<file path="src/hdl/aflm_pkg.sv">
// Shared types and constants of the audio frame level meter.
`timescale 1ns / 1ps
package aflm_pkg;

  // Register indexes of the configuration port (byte address = 4 * index)
  localparam logic [1:0] REG_CHANNELS = 2'd0;
  localparam logic [1:0] REG_FRAME    = 2'd1;
  localparam logic [1:0] REG_SAT      = 2'd2;
  localparam logic [1:0] REG_QUIET    = 2'd3;

  localparam logic [1:0]  CHANNELS_RESET = 2'd1;
  localparam logic [9:0]  FRAME_RESET    = 10'd480;
  localparam logic [15:0] SAT_RESET      = 16'd32760;
  localparam logic [15:0] QUIET_RESET    = 16'd8;

  localparam int PERMILLE = 1000;

  // Division jobs run at frame end, one after another per channel
  typedef enum logic [2:0] {
    OP_ABS,
    OP_SQ,
    OP_MEAN,
    OP_SAT,
    OP_ZERO
  } aflm_op_e;

  typedef struct packed {
    logic     acc;        // add accepted sample into channel ch
    logic     clear;      // zero all accumulators
    logic     div_load;   // start a division job of kind op
    aflm_op_e op;
    logic     sqrt_load;  // start root of the mean square
    logic     out_load;   // capture result payload
    logic     ch;
    logic     last;
  } aflm_cmd_t;

  typedef struct packed {
    logic div_busy;
    logic sqrt_busy;
  } aflm_status_t;

endpackage

</file>
<file path="src/hdl/aflm_ctrl.sv">
// Controller: sample sequencing, frame close and end-of-frame job sequencing.
`timescale 1ns / 1ps
module aflm_ctrl import aflm_pkg::*; #(
  parameter int MAX_FRAME    = 512,
  parameter int MAX_CHANNELS = 2,
  parameter int CW           = $clog2(MAX_FRAME + 1)
) (
  input  logic          clk_i,
  input  logic          rst_ni,
  input  logic [1:0]    channel_count_i,
  input  logic [9:0]    frame_length_i,
  input  logic          in_valid_i,
  output logic          in_ready_o,
  output logic          out_valid_o,
  input  logic          out_ready_i,
  output aflm_cmd_t     cmd_o,
  input  aflm_status_t  status_i,
  output logic [CW-1:0] frame_count_o
);

  localparam logic [2:0] S_IDLE  = 3'd0;
  localparam logic [2:0] S_DLOAD = 3'd1;
  localparam logic [2:0] S_DWAIT = 3'd2;
  localparam logic [2:0] S_SLOAD = 3'd3;
  localparam logic [2:0] S_SWAIT = 3'd4;
  localparam logic [2:0] S_OUT   = 3'd5;

  logic [2:0]    state_q, state_d;
  logic [CW-1:0] pos_q, pos_d;
  logic          cur_q, cur_d;
  logic          fch_q, fch_d;
  aflm_op_e      op_q, op_d;

  logic [1:0]    chans;
  logic [CW-1:0] eff_frame;
  logic          ch;
  logic          group_end;
  logic [CW-1:0] pos_inc;
  logic          fch_last;

  always_comb begin
    if (channel_count_i == 2'd0) begin
      chans = 2'd1;
    end else if (32'(channel_count_i) > 32'(MAX_CHANNELS)) begin
      chans = 2'(MAX_CHANNELS);
    end else begin
      chans = channel_count_i;
    end
    if (frame_length_i == 10'd0) begin
      eff_frame = CW'(1);
    end else if (32'(frame_length_i) > 32'(MAX_FRAME)) begin
      eff_frame = CW'(MAX_FRAME);
    end else begin
      eff_frame = CW'(frame_length_i);
    end
  end

  // a channel index beyond the count folds onto the last channel
  assign ch        = (2'(cur_q) >= chans) ? 1'((chans - 2'd1)) : cur_q;
  assign group_end = (2'(ch) + 2'd1) >= chans;
  assign pos_inc   = pos_q + CW'(1);
  assign fch_last  = (2'(fch_q) + 2'd1) >= chans;

  assign in_ready_o    = (state_q == S_IDLE);
  assign out_valid_o   = (state_q == S_OUT);
  assign frame_count_o = pos_q;

  always_comb begin
    state_d = state_q;
    pos_d   = pos_q;
    cur_d   = cur_q;
    fch_d   = fch_q;
    op_d    = op_q;
    cmd_o   = '0;
    cmd_o.op   = op_q;
    cmd_o.ch   = fch_q;
    cmd_o.last = fch_last;
    case (state_q)
      S_IDLE: begin
        cmd_o.ch = ch;
        if (in_valid_i) begin
          cmd_o.acc = 1'b1;
          if (!group_end) begin
            cur_d = ~ch;
          end else begin
            cur_d = 1'b0;
            pos_d = pos_inc;
            if (pos_inc >= eff_frame) begin
              fch_d   = 1'b0;
              op_d    = OP_ABS;
              state_d = S_DLOAD;
            end
          end
        end
      end
      S_DLOAD: begin
        cmd_o.div_load = 1'b1;
        state_d        = S_DWAIT;
      end
      S_DWAIT: begin
        if (!status_i.div_busy) begin
          state_d = S_DLOAD;
          case (op_q)
            OP_ABS:  op_d = OP_SQ;
            OP_SQ:   op_d = OP_MEAN;
            OP_MEAN: op_d = OP_SAT;
            OP_SAT:  op_d = OP_ZERO;
            default: state_d = S_SLOAD;
          endcase
        end
      end
      S_SLOAD: begin
        cmd_o.sqrt_load = 1'b1;
        state_d         = S_SWAIT;
      end
      S_SWAIT: begin
        if (!status_i.sqrt_busy) begin
          cmd_o.out_load = 1'b1;
          state_d        = S_OUT;
        end
      end
      S_OUT: begin
        if (out_ready_i) begin
          if (fch_last) begin
            cmd_o.clear = 1'b1;
            pos_d       = '0;
            state_d     = S_IDLE;
          end else begin
            fch_d   = ~fch_q;
            op_d    = OP_ABS;
            state_d = S_DLOAD;
          end
        end
      end
      default: state_d = S_IDLE;
    endcase
  end

  always_ff @(posedge clk_i or negedge rst_ni) begin
    if (!rst_ni) begin
      state_q <= S_IDLE;
      pos_q   <= '0;
      cur_q   <= 1'b0;
      fch_q   <= 1'b0;
      op_q    <= OP_ABS;
    end else begin
      state_q <= state_d;
      pos_q   <= pos_d;
      cur_q   <= cur_d;
      fch_q   <= fch_d;
      op_q    <= op_d;
    end
  end

endmodule

</file>
<file path="src/hdl/aflm_dp.sv">
// Datapath: per-channel accumulators, serial divider, serial square root, result registers.
`timescale 1ns / 1ps
module aflm_dp import aflm_pkg::*; #(
  parameter int MAX_FRAME    = 512,
  parameter int MAX_CHANNELS = 2,
  parameter int CW           = $clog2(MAX_FRAME + 1)
) (
  input  logic               clk_i,
  input  logic               rst_ni,
  input  logic [15:0]        saturation_level_i,
  input  logic [15:0]        quiet_level_i,
  input  logic signed [15:0] sample_i,
  input  aflm_cmd_t          cmd_i,
  output aflm_status_t       status_o,
  input  logic [CW-1:0]      frame_count_i,
  output logic               channel_o,
  output logic [15:0]        avg_abs_o,
  output logic [15:0]        rms_o,
  output logic signed [15:0] mean_o,
  output logic [15:0]        peak_o,
  output logic [9:0]         sat_permille_o,
  output logic [9:0]         zero_permille_o,
  output logic               last_o
);

  localparam int AW  = 16 + CW;
  localparam int SQW = 31 + CW;
  localparam int SW  = 17 + CW;
  localparam int DW  = SQW;
  localparam int DCW = $clog2(DW + 1);

  logic [AW-1:0]         abs_sum_q    [MAX_CHANNELS];
  logic [SQW-1:0]        square_sum_q [MAX_CHANNELS];
  logic signed [SW-1:0]  signed_sum_q [MAX_CHANNELS];
  logic [15:0]           peak_q       [MAX_CHANNELS];
  logic [CW-1:0]         sat_cnt_q    [MAX_CHANNELS];
  logic [CW-1:0]         quiet_cnt_q  [MAX_CHANNELS];

  logic [15:0] mag;
  logic [31:0] mag_sq;

  assign mag    = sample_i[15] ? (16'd0 - sample_i) : sample_i;
  assign mag_sq = mag * mag;

  always_ff @(posedge clk_i or negedge rst_ni) begin
    if (!rst_ni) begin
      for (int c = 0; c < MAX_CHANNELS; c++) begin
        abs_sum_q[c]    <= '0;
        square_sum_q[c] <= '0;
        signed_sum_q[c] <= '0;
        peak_q[c]       <= '0;
        sat_cnt_q[c]    <= '0;
        quiet_cnt_q[c]  <= '0;
      end
    end else begin
      for (int c = 0; c < MAX_CHANNELS; c++) begin
        if (cmd_i.clear) begin
          abs_sum_q[c]    <= '0;
          square_sum_q[c] <= '0;
          signed_sum_q[c] <= '0;
          peak_q[c]       <= '0;
          sat_cnt_q[c]    <= '0;
          quiet_cnt_q[c]  <= '0;
        end else if (cmd_i.acc && (c == int'(cmd_i.ch))) begin
          abs_sum_q[c]    <= abs_sum_q[c] + AW'(mag);
          square_sum_q[c] <= square_sum_q[c] + SQW'(mag_sq);
          signed_sum_q[c] <= signed_sum_q[c] + SW'(sample_i);
          if (mag > peak_q[c]) peak_q[c] <= mag;
          if (mag >= saturation_level_i) sat_cnt_q[c] <= sat_cnt_q[c] + CW'(1);
          if (mag <= quiet_level_i) quiet_cnt_q[c] <= quiet_cnt_q[c] + CW'(1);
        end
      end
    end
  end

  // read the finishing channel
  logic [AW-1:0]        sel_abs;
  logic [SQW-1:0]       sel_sq;
  logic signed [SW-1:0] sel_ss;
  logic [15:0]          sel_peak;
  logic [CW-1:0]        sel_sat;
  logic [CW-1:0]        sel_quiet;

  always_comb begin
    sel_abs   = abs_sum_q[0];
    sel_sq    = square_sum_q[0];
    sel_ss    = signed_sum_q[0];
    sel_peak  = peak_q[0];
    sel_sat   = sat_cnt_q[0];
    sel_quiet = quiet_cnt_q[0];
    for (int c = 0; c < MAX_CHANNELS; c++) begin
      if (c == int'(cmd_i.ch)) begin
        sel_abs   = abs_sum_q[c];
        sel_sq    = square_sum_q[c];
        sel_ss    = signed_sum_q[c];
        sel_peak  = peak_q[c];
        sel_sat   = sat_cnt_q[c];
        sel_quiet = quiet_cnt_q[c];
      end
    end
  end

  // restoring divider, one quotient bit per cycle
  logic [DW-1:0]  dividend;
  logic [DW-1:0]  quo_q;
  logic [CW-1:0]  rem_q;
  logic [DCW-1:0] dcnt_q;
  logic           dbusy_q;
  logic           neg_q;
  aflm_op_e       dop_q;
  logic [CW:0]    rem_sh;
  logic           ge;
  logic [CW:0]    rem_n;
  logic [DW-1:0]  quo_n;
  logic [SW-1:0]  ss_mag;

  assign ss_mag = sel_ss[SW-1] ? SW'(-sel_ss) : SW'(sel_ss);

  always_comb begin
    case (cmd_i.op)
      OP_ABS:  dividend = DW'(sel_abs);
      OP_SQ:   dividend = DW'(sel_sq);
      OP_MEAN: dividend = DW'(ss_mag);
      OP_SAT:  dividend = DW'(sel_sat) * DW'(PERMILLE);
      default: dividend = DW'(sel_quiet) * DW'(PERMILLE);
    endcase
  end

  assign rem_sh = {rem_q, quo_q[DW-1]};
  assign ge     = rem_sh >= {1'b0, frame_count_i};
  assign rem_n  = ge ? (rem_sh - {1'b0, frame_count_i}) : rem_sh;
  assign quo_n  = {quo_q[DW-2:0], ge};

  logic [15:0]   avg_q;
  logic [30:0]   sqmean_q;
  logic [15:0]   mean_q;
  logic [9:0]    satp_q;
  logic [9:0]    zerop_q;

  always_ff @(posedge clk_i or negedge rst_ni) begin
    if (!rst_ni) begin
      dbusy_q <= 1'b0;
      dcnt_q  <= '0;
    end else if (cmd_i.div_load) begin
      dbusy_q <= 1'b1;
      dcnt_q  <= DCW'(DW);
    end else if (dbusy_q) begin
      dcnt_q <= dcnt_q - DCW'(1);
      if (dcnt_q == DCW'(1)) dbusy_q <= 1'b0;
    end
  end

  always_ff @(posedge clk_i) begin
    if (cmd_i.div_load) begin
      quo_q <= dividend;
      rem_q <= '0;
      dop_q <= cmd_i.op;
      neg_q <= sel_ss[SW-1];
    end else if (dbusy_q) begin
      quo_q <= quo_n;
      rem_q <= rem_n[CW-1:0];
      if (dcnt_q == DCW'(1)) begin
        case (dop_q)
          OP_ABS:  avg_q    <= quo_n[15:0];
          OP_SQ:   sqmean_q <= quo_n[30:0];
          OP_MEAN: mean_q   <= neg_q ? (16'd0 - quo_n[15:0]) : quo_n[15:0];
          OP_SAT:  satp_q   <= quo_n[9:0];
          default: zerop_q  <= quo_n[9:0];
        endcase
      end
    end
  end

  // digit-by-digit square root, one root bit per cycle
  logic [31:0] sv_q;
  logic [17:0] srem_q;
  logic [15:0] sroot_q;
  logic [4:0]  scnt_q;
  logic        sbusy_q;
  logic [19:0] srem_sh;
  logic [19:0] strial;
  logic        sge;
  logic [19:0] srem_n;

  assign srem_sh = {srem_q, sv_q[31:30]};
  assign strial  = {2'b00, sroot_q, 2'b01};
  assign sge     = srem_sh >= strial;
  assign srem_n  = sge ? (srem_sh - strial) : srem_sh;

  always_ff @(posedge clk_i or negedge rst_ni) begin
    if (!rst_ni) begin
      sbusy_q <= 1'b0;
      scnt_q  <= '0;
    end else if (cmd_i.sqrt_load) begin
      sbusy_q <= 1'b1;
      scnt_q  <= 5'd16;
    end else if (sbusy_q) begin
      scnt_q <= scnt_q - 5'd1;
      if (scnt_q == 5'd1) sbusy_q <= 1'b0;
    end
  end

  always_ff @(posedge clk_i) begin
    if (cmd_i.sqrt_load) begin
      sv_q    <= {1'b0, sqmean_q};
      srem_q  <= '0;
      sroot_q <= '0;
    end else if (sbusy_q) begin
      sv_q    <= {sv_q[29:0], 2'b00};
      srem_q  <= srem_n[17:0];
      sroot_q <= {sroot_q[14:0], sge};
    end
  end

  assign status_o.div_busy  = dbusy_q;
  assign status_o.sqrt_busy = sbusy_q;

  always_ff @(posedge clk_i) begin
    if (cmd_i.out_load) begin
      channel_o       <= cmd_i.ch;
      avg_abs_o       <= avg_q;
      rms_o           <= sroot_q;
      mean_o          <= mean_q;
      peak_o          <= sel_peak;
      sat_permille_o  <= satp_q;
      zero_permille_o <= zerop_q;
      last_o          <= cmd_i.last;
    end
  end

endmodule

</file>
<file path="src/hdl/audio_frame_level_meter.sv">
// Top level of the audio frame level meter: configuration registers, controller, datapath.
`timescale 1ns / 1ps
// Frame level meter for one or two interleaved channels of signed 16-bit
// audio. Each accepted sample transfer is folded into its channel's
// accumulators; the input is ready again in the next cycle.
// When a sample group completes a frame, the block stops taking samples
// and, per channel, runs five serial divisions (mean abs, mean square,
// mean, saturation and zero permille) on a shared restoring divider,
// one quotient bit per cycle, then a serial square root. The divider is
// DW = 31 + clog2(MAX_FRAME+1) bits wide (41 at the default). Results
// come out in channel order, last set on the final one; the accumulators
// clear on its transfer. Registers on the APB port at 4*i: channel count,
// frame length, saturation level, quiet level; write only while idle.
module audio_frame_level_meter import aflm_pkg::*; #(
  parameter int MAX_FRAME    = 512,
  parameter int MAX_CHANNELS = 2
) (
  input  logic               clk_i,
  input  logic               rst_ni,
  input  logic               psel,
  input  logic               penable,
  input  logic               pwrite,
  input  logic [3:0]         paddr,
  input  logic [31:0]        pwdata,
  output logic [31:0]        prdata,
  output logic               pready,
  input  logic               in_valid_i,
  output logic               in_ready_o,
  input  logic signed [15:0] sample_i,
  output logic               out_valid_o,
  input  logic               out_ready_i,
  output logic               channel_o,
  output logic [15:0]        avg_abs_o,
  output logic [15:0]        rms_o,
  output logic signed [15:0] mean_o,
  output logic [15:0]        peak_o,
  output logic [9:0]         sat_permille_o,
  output logic [9:0]         zero_permille_o,
  output logic               last_o
);

  localparam int CW = $clog2(MAX_FRAME + 1);

  logic [1:0]  chan_q;
  logic [9:0]  frame_q;
  logic [15:0] sat_q;
  logic [15:0] quiet_q;
  logic        wr;

  assign pready = 1'b1;
  assign wr     = psel & penable & pwrite;

  always_ff @(posedge clk_i or negedge rst_ni) begin
    if (!rst_ni) begin
      chan_q  <= CHANNELS_RESET;
      frame_q <= FRAME_RESET;
      sat_q   <= SAT_RESET;
      quiet_q <= QUIET_RESET;
    end else if (wr) begin
      case (paddr[3:2])
        REG_CHANNELS: chan_q  <= pwdata[1:0];
        REG_FRAME:    frame_q <= pwdata[9:0];
        REG_SAT:      sat_q   <= pwdata[15:0];
        REG_QUIET:    quiet_q <= pwdata[15:0];
        default: ;
      endcase
    end
  end

  always_comb begin
    case (paddr[3:2])
      REG_CHANNELS: prdata = 32'(chan_q);
      REG_FRAME:    prdata = 32'(frame_q);
      REG_SAT:      prdata = 32'(sat_q);
      REG_QUIET:    prdata = 32'(quiet_q);
      default:      prdata = '0;
    endcase
  end

  aflm_cmd_t     cmd;
  aflm_status_t  status;
  logic [CW-1:0] frame_count;

  aflm_ctrl #(
    .MAX_FRAME    (MAX_FRAME),
    .MAX_CHANNELS (MAX_CHANNELS),
    .CW           (CW)
  ) u_ctrl (
    .clk_i           (clk_i),
    .rst_ni          (rst_ni),
    .channel_count_i (chan_q),
    .frame_length_i  (frame_q),
    .in_valid_i      (in_valid_i),
    .in_ready_o      (in_ready_o),
    .out_valid_o     (out_valid_o),
    .out_ready_i     (out_ready_i),
    .cmd_o           (cmd),
    .status_i        (status),
    .frame_count_o   (frame_count)
  );

  aflm_dp #(
    .MAX_FRAME    (MAX_FRAME),
    .MAX_CHANNELS (MAX_CHANNELS),
    .CW           (CW)
  ) u_dp (
    .clk_i              (clk_i),
    .rst_ni             (rst_ni),
    .saturation_level_i (sat_q),
    .quiet_level_i      (quiet_q),
    .sample_i           (sample_i),
    .cmd_i              (cmd),
    .status_o           (status),
    .frame_count_i      (frame_count),
    .channel_o          (channel_o),
    .avg_abs_o          (avg_abs_o),
    .rms_o              (rms_o),
    .mean_o             (mean_o),
    .peak_o             (peak_o),
    .sat_permille_o     (sat_permille_o),
    .zero_permille_o    (zero_permille_o),
    .last_o             (last_o)
  );

endmodule

</file>
<file path="config.mk">
export PLATFORM = sky130hd
export DESIGN_NAME = audio_frame_level_meter
export DESIGN_NICKNAME = d
export VERILOG_FILES = /design/src/hdl/aflm_pkg.sv /design/src/hdl/aflm_ctrl.sv /design/src/hdl/aflm_dp.sv /design/src/hdl/audio_frame_level_meter.sv
export SDC_FILE = /design/constraint.sdc
export NUM_CORES = 2
export LEC_CHECK = 0
export ABC_CLOCK_PERIOD_IN_PS = 21500
export BUFFER_PORTS_ARGS = -buffer_cell sky130_fd_sc_hd__buf_2
export CORE_MARGIN = 5
export CORE_UTILIZATION = 50
export DETAILED_ROUTE_END_ITERATION = 6
export HOLD_SLACK_MARGIN = 0.06
export MAX_ROUTING_LAYER = met4
export PLACE_DENSITY_LB_ADDON = 0.12
export SETUP_SLACK_MARGIN = 0.4
export SLEW_MARGIN = 0
export SYNTH_ARGS = -nofsm -noshare
export SYNTH_HDL_FRONTEND = slang
export SYNTH_SLANG_ARGS = --single-unit
</file>
<file path="constraint.sdc">
create_clock -name clk_i -period 21.5 [get_ports clk_i]
set_input_delay 1.075 -clock clk_i [delete_from_list [all_inputs] [get_ports clk_i]]
set_output_delay 1.075 -clock clk_i [all_outputs]
set_load 0.05 [all_outputs]
</file>
# After elaboration in Yosys (flattened, before gate mapping)
# Index checks and enable logic that the tools add are counted.
[totals]
ff_bits = 625
input_bits = 59
out_inout_bits = 121
wordCells = 255
[classes]
add_sub_neg = 21
mul = 3
order_cmp = 12
eq_ne = 25
n_mux = 101
n_bitwise = 7
n_reduce_logical = 40
[op_table]
columns = ["operator", "n"]
rows = [
  ["$mux 41", 7],
  ["$mux 10", 21],
  ["$pmux 41 s4", 1],
  ["$mux 27", 6],
  ["$mux 16", 9],
  ["$mux 26", 5],
  ["$pmux 32 s4", 1],
  ["$add 41x32->41", 2],
  ["$mux 31", 2],
  ["$add 27x16->27", 2],
  ["$add 26x16->26", 2],
  ["$add 10x1->10 const B", 5],
  ["$mux 3", 12],
  ["$mul 10x7->17 const B", 2],
  ["$gt 16x16->1", 2],
  ["$mul 16x16->32", 1],
  ["$sub 1x16->16 const A", 2],
  ["$neg 27->27", 1],
  ["$mux 1", 24],
  ["$reduce_and 2->1", 11],
  ["$ge 20x18->1", 1],
  ["$pmux 10 s2", 1],
  ["$reduce_and 4->1", 5],
  ["$eq 3x2->1 const B", 6],
  ["43 further kinds", 78],
]

# Longest topological paths before layout
[depth]
depth_word = 11
ltp_mapped = 45
mapped_depth_nobuf = 42

# Hierarchy
# From an unflattened synthesis, not the netlist that was laid out.
[unflattened]
hier_cells = 5068
area_unflattened_um2 = 48808.1
[modules_own_cells]
columns = ["mod", "n_inst", "cells_per_inst", "area_each_um2", "seq_area_each_um2"]
rows = [
  ["aflm_dp", 1, 4755, 45147.0, 15089.5],
  ["audio_frame_level_meter", 1, 152, 2223.4, 1123.6],
  ["aflm_ctrl", 1, 161, 1437.6, 450.4],
]

# Worst setup path after synthesis
# OpenSTA, ideal clock, no wires.
[synth_path]
path_type = "input to register"
start = "input port sample_i[0]"
end = "register u_dp.square_sum_q[76] (netlist name)"
setup_time_ps = 132
t_arrival_ps = 10829
required_ps = 21368
slack_ps = 10540
stages = 40
n_path_buf = 2
path_cell_list = "clkbuf_1 > clkinv_1 > clkbuf_1 > ha_1 > nand2_1 > or4_1 > o21ai_0 > xor2_1 > clkinv_1 > nand2_1 > fa_1 > fa_1 > inv_1 > fa_1 > fa_1 > fa_1 > inv_1 > fa_1 > (+4 left out) > o21ai_0 > o2111ai_1 > a21oi_1 > nor4_1 > nor2_1 > a21o_1 > a21oi_1 > xnor2_1 > ha_1 > nand4_1 > or3_1 > or3_1 > o211ai_1 > nand4_1 > a21boi_0 > a31oi_1 > xor2_1 > nor2_1"
[synth_between]
elab_chain_cells = 6
[synth_rtl]
columns = ["item", "line", "text"]
rows = [
  ["from (decl)", "audio_frame_level_meter.sv:29", "input logic signed [15:0] sample_i,"],
  ["$sub 1x16->16", "aflm_dp.sv:42", "assign mag = sample_i[15] ? (16'd0 - sample_i) : sample_i;"],
  ["$mux 16 (*)", "aflm_dp.sv:42", ""],
  ["$mul 16x16->32 (*)", "aflm_dp.sv:43", "assign mag_sq = mag * mag;"],
  ["$add 41x32->41 (*)", "aflm_dp.sv:66", "square_sum_q[c] <= square_sum_q[c] + SQW'(mag_sq);"],
  ["$mux 41 (*)", "aflm_dp.sv:64", "end else if (cmd_i.acc && (c == int'(cmd_i.ch))) begin"],
  ["$mux 41 (*)", "aflm_dp.sv:57", "if (cmd_i.clear) begin"],
  ["to (signal, indexed assignment)", "aflm_dp.sv:66", ""],
  ["to (decl)", "aflm_dp.sv:33", "logic [SQW-1:0] square_sum_q [MAX_CHANNELS];"],
]
# Every way passes the cells marked *; elsewhere a longest branch is shown, timed or not. The select of a mux whose other input is x is not followed.
# A chain may end at the register's enable or synchronous reset.

# Worst setup path after layout
[layout_path]
start = "input port sample_i[0]"
end = "register u_dp.square_sum_q[80] (netlist name)"
# The elaborated chain is that of the path after synthesis.

==> flow_summary.toml <==
[synthesis]
yosysTopAreaCell = "dfrtp_1"
ys.flop_type = "dfrtp_1"
syn_area_sq_mm = 0.04721
yosys_warnings = 0
synth.distinct_cells = 90
synthCells = 4982
synth.top_cell.area_share_pct = 16.80
ys_top_cells_by_area = "dfrtp_1 17%, edfxtp_1 16%, ha_1 12%"
async_reset_ff_share_pct = 53.60
ys_ff_latch = 625
seq_area_frac_synth_pct = 35.29
syn_area_per_cell_sq_um = 9.477
synth_edf_count = 245

[floorplanning]
die_h_microns = 317.3
start_util_pct = 50.51
die_w_microns = 317.3
die_area_sq_mm = 0.1007
rows = 112
ios = 180
fp.coreArea_sq_mm = 0.09347

[worst_setup_path]
worstPathMaxFanout = 14
cp-end-kind = "register"
worst_path_max_delay_cell = "xor2_2"
slowest_delay_ns = 0.70
path_common_cell = "fa_1"
worstPathArrival_ns = 12.41
critPathRequiredTime_ns = 22.06
critPathLaunchType = "input port"
critPathKind = "in -> reg"
r2r_setup_slack_ns = 13.92

[worst_hold_path]
worstHoldPathType = "reg -> reg"

[clock_tree]
htreeDepth = 3
clock-root-buffer = "clkbuf_16"
clock_latency_ns = 0.64
post_cts_buffers = 0
cts_sinks = 625
tritoncts = "yes"
clock_path_buffers = 3
cts_resized = 0
cts.clk_slew.worst_paths_ns = 0.06
numCtsBuffers = 73
cts_hold_buffers = 0

[cells_and_area]
final_cell_mix = "609 x nand2_1, 472 x inv_1, 443 x ha_1"
drive_above_1_share_pct = 8.679
final_area_sq_mm = 0.05188
nets = 5834
area.growth.synth_to_final_pct = 9.880
instances_no_fill = 6418
final_common_cell = "nand2_1"

[timing]
setup-violations-final = 0
worst_slew_pin_slew_ns = 1.157
fmaxAchievable_mhz = 84.39
rsz0062_at_grt = "false"
hold-worst-slack_ns = 0.4156
timing.final.crit_period_ns = 11.85
min_period_over_period_pct = 55.11
final.setup.tns_ns = 0
skew_ns = 0.03198
relSlewSlack_pct = 22.07
finalHoldViolCount = 0
drv_slew = 0

[routing]
wl_per_cell_microns = 19.77
routed-via-count = 36043
dr.pass1.iters = 5
drt_iter0_drc = 2355
ant_nets = 0
routed_wl_mm = 126.9
drc = 0
viasPerCell = 5.616

[placed_design]
place_congestion = 0.9445
dp.cells = 6281
dp_hpwl_mm = 94.22
placed_cell_area_sq_mm = 0.04945
portBuffers = 144

[global_routing]
grtUsageTotal_pct = 25.95
grt_pass1_vias = 35248
grt_overflow = 0
antenna_found_initial = 4
grt_pass1_wl_mm = 199.7
grt_max_degree = 101

[run_status]
status = "finished clean"

[run]
cap_violations = 0
[final timing paths]
kind | from | endpoint | cells past startpoint
worst max register to register | u_ctrl.state_q[0]$_DFFE_PN0P_ | u_dp.quo_q[18]$_DFFE_PP_ | 25
worst max-delay path | sample_i[0] | u_dp.square_sum_q[80]$_DFFE_PN0P_ | 38
worst min-delay path | u_dp.mean_q[0]$_DFFE_PP_ | u_dp.mean_o[0]$_DFFE_PP_ | 0
worst min register to register | u_dp.mean_q[0]$_DFFE_PP_ | u_dp.mean_o[0]$_DFFE_PP_ | 0
min in group asynchronous | rst_ni | u_dp.signed_sum_q[10]$_DFFE_PN0P_ | 1
max in group asynchronous | rst_ni | u_dp.sbusy_q$_DFF_PN0_ | 2
[kinds of logic (layout without fill, tap and decap cells)]
family / count (synthesis) / in the layout / share of synthesized area (%)
and+or+nand+nor: 1426 / 1426 / 13.62
other: 2 / 30 / 0.01591
buffers and inverters: 674 / 828 / 5.549
AOI/OAI and AO/OA: 1129 / 1129 / 14.96
xor gates and xnor gates: 304 / 304 / 5.639
DFF: 625 / 625 / 35.29
muxes: 149 / 149 / 3.432
adders and majority gates: 673 / 673 / 21.49
[sequential cells by signal, summed over array words and instances, names as in the netlist, 18 cells and up]
register / count
u_dp.abs_sum_q: 52
u_dp.peak_q: 32
u_dp.quiet_cnt_q: 20
u_dp.quo_q: 41
u_dp.sat_cnt_q: 20
u_dp.signed_sum_q: 54
u_dp.sqmean_q: 31
u_dp.square_sum_q: 82
u_dp.srem_q: 18
u_dp.sv_q: 32
[area by class of cell]
cell class | count | area, sq um
Sequential cell | 625 | 16660
Clock buffer | 93 | 1983
Multi-Input combinational cell | 3709 | 28170
Inverter | 482 | 1813
Tap cell | 1254 | 1569
Fill cell | 8431 | 41590
Antenna cell | 2 | 5.005
Clock inverter | 42 | 439.2
Timing Repair Buffer | 211 | 1234
[routing by layer]
layer / GRT usage (%) / share of wire, % / up-vias
met5: - / 0 / -
met2: 41.86 / 47 / 823
li1: - / - / 17534
met1: 34.97 / 45 / 17514
met3: 2.926 / 5.0 / 172
met4: 7.606 / 3.1 / 0
[through the flow]
step / setup WS [ns] / utilization [%]
4_1_cts: 9.720 / 55.50
3_3_place_gp: 9.106 / 52.90
2_1_floorplan: 10.54 / -
3_5_place_dp: 9.054 / 52.90
6_report: 9.651 / 55.50
5_1_grt: 9.042 / 55.50
[cell usage after synthesis (all sizes together), types with 10 or more instances]
| library cell | n |
|---|---|
| or3 | 42 |
| xnor2 | 165 |
| o211ai | 12 |
| o21a | 37 |
| a22o | 31 |
| nor4 | 20 |
| or2 | 20 |
| clkbuf | 141 |
| a31oi | 25 |
| a21o | 115 |
| and3 | 32 |
| mux2 | 33 |
| edfxtp | 245 |
| o21bai | 16 |
| nand2 | 610 |
| nand2b | 57 |
| nor2b | 54 |
| nor2 | 338 |
| fa | 230 |
| inv | 474 |
| buf | 51 |
| or4 | 10 |
| o21ai | 379 |
| a211o | 15 |
| a211oi | 51 |
| o22ai | 21 |
| nand4 | 46 |
| dfstp | 18 |
| dfrtp | 317 |
| o31ai | 40 |
| and2 | 16 |
| a2111oi | 18 |
| mux2i | 110 |
| ha | 443 |
| nand3 | 84 |
| a21boi | 11 |
| xor2 | 139 |
| dfxtp | 45 |
| a21oi | 268 |
| nor3 | 73 |
[critical path: cells and delay by family]
kind	cells	cell delay, ns
AOI/OAI and AO/OA	10	2.42
xor gates and xnor gates	3	1.02
adders and majority gates	9	3.95
buffers and inverters	6	1.21
and+or+nand+nor	10	2.68
Power is not shown: default switching activity piles up to over one toggle a cycle in this logic, so the estimate is an artifact.
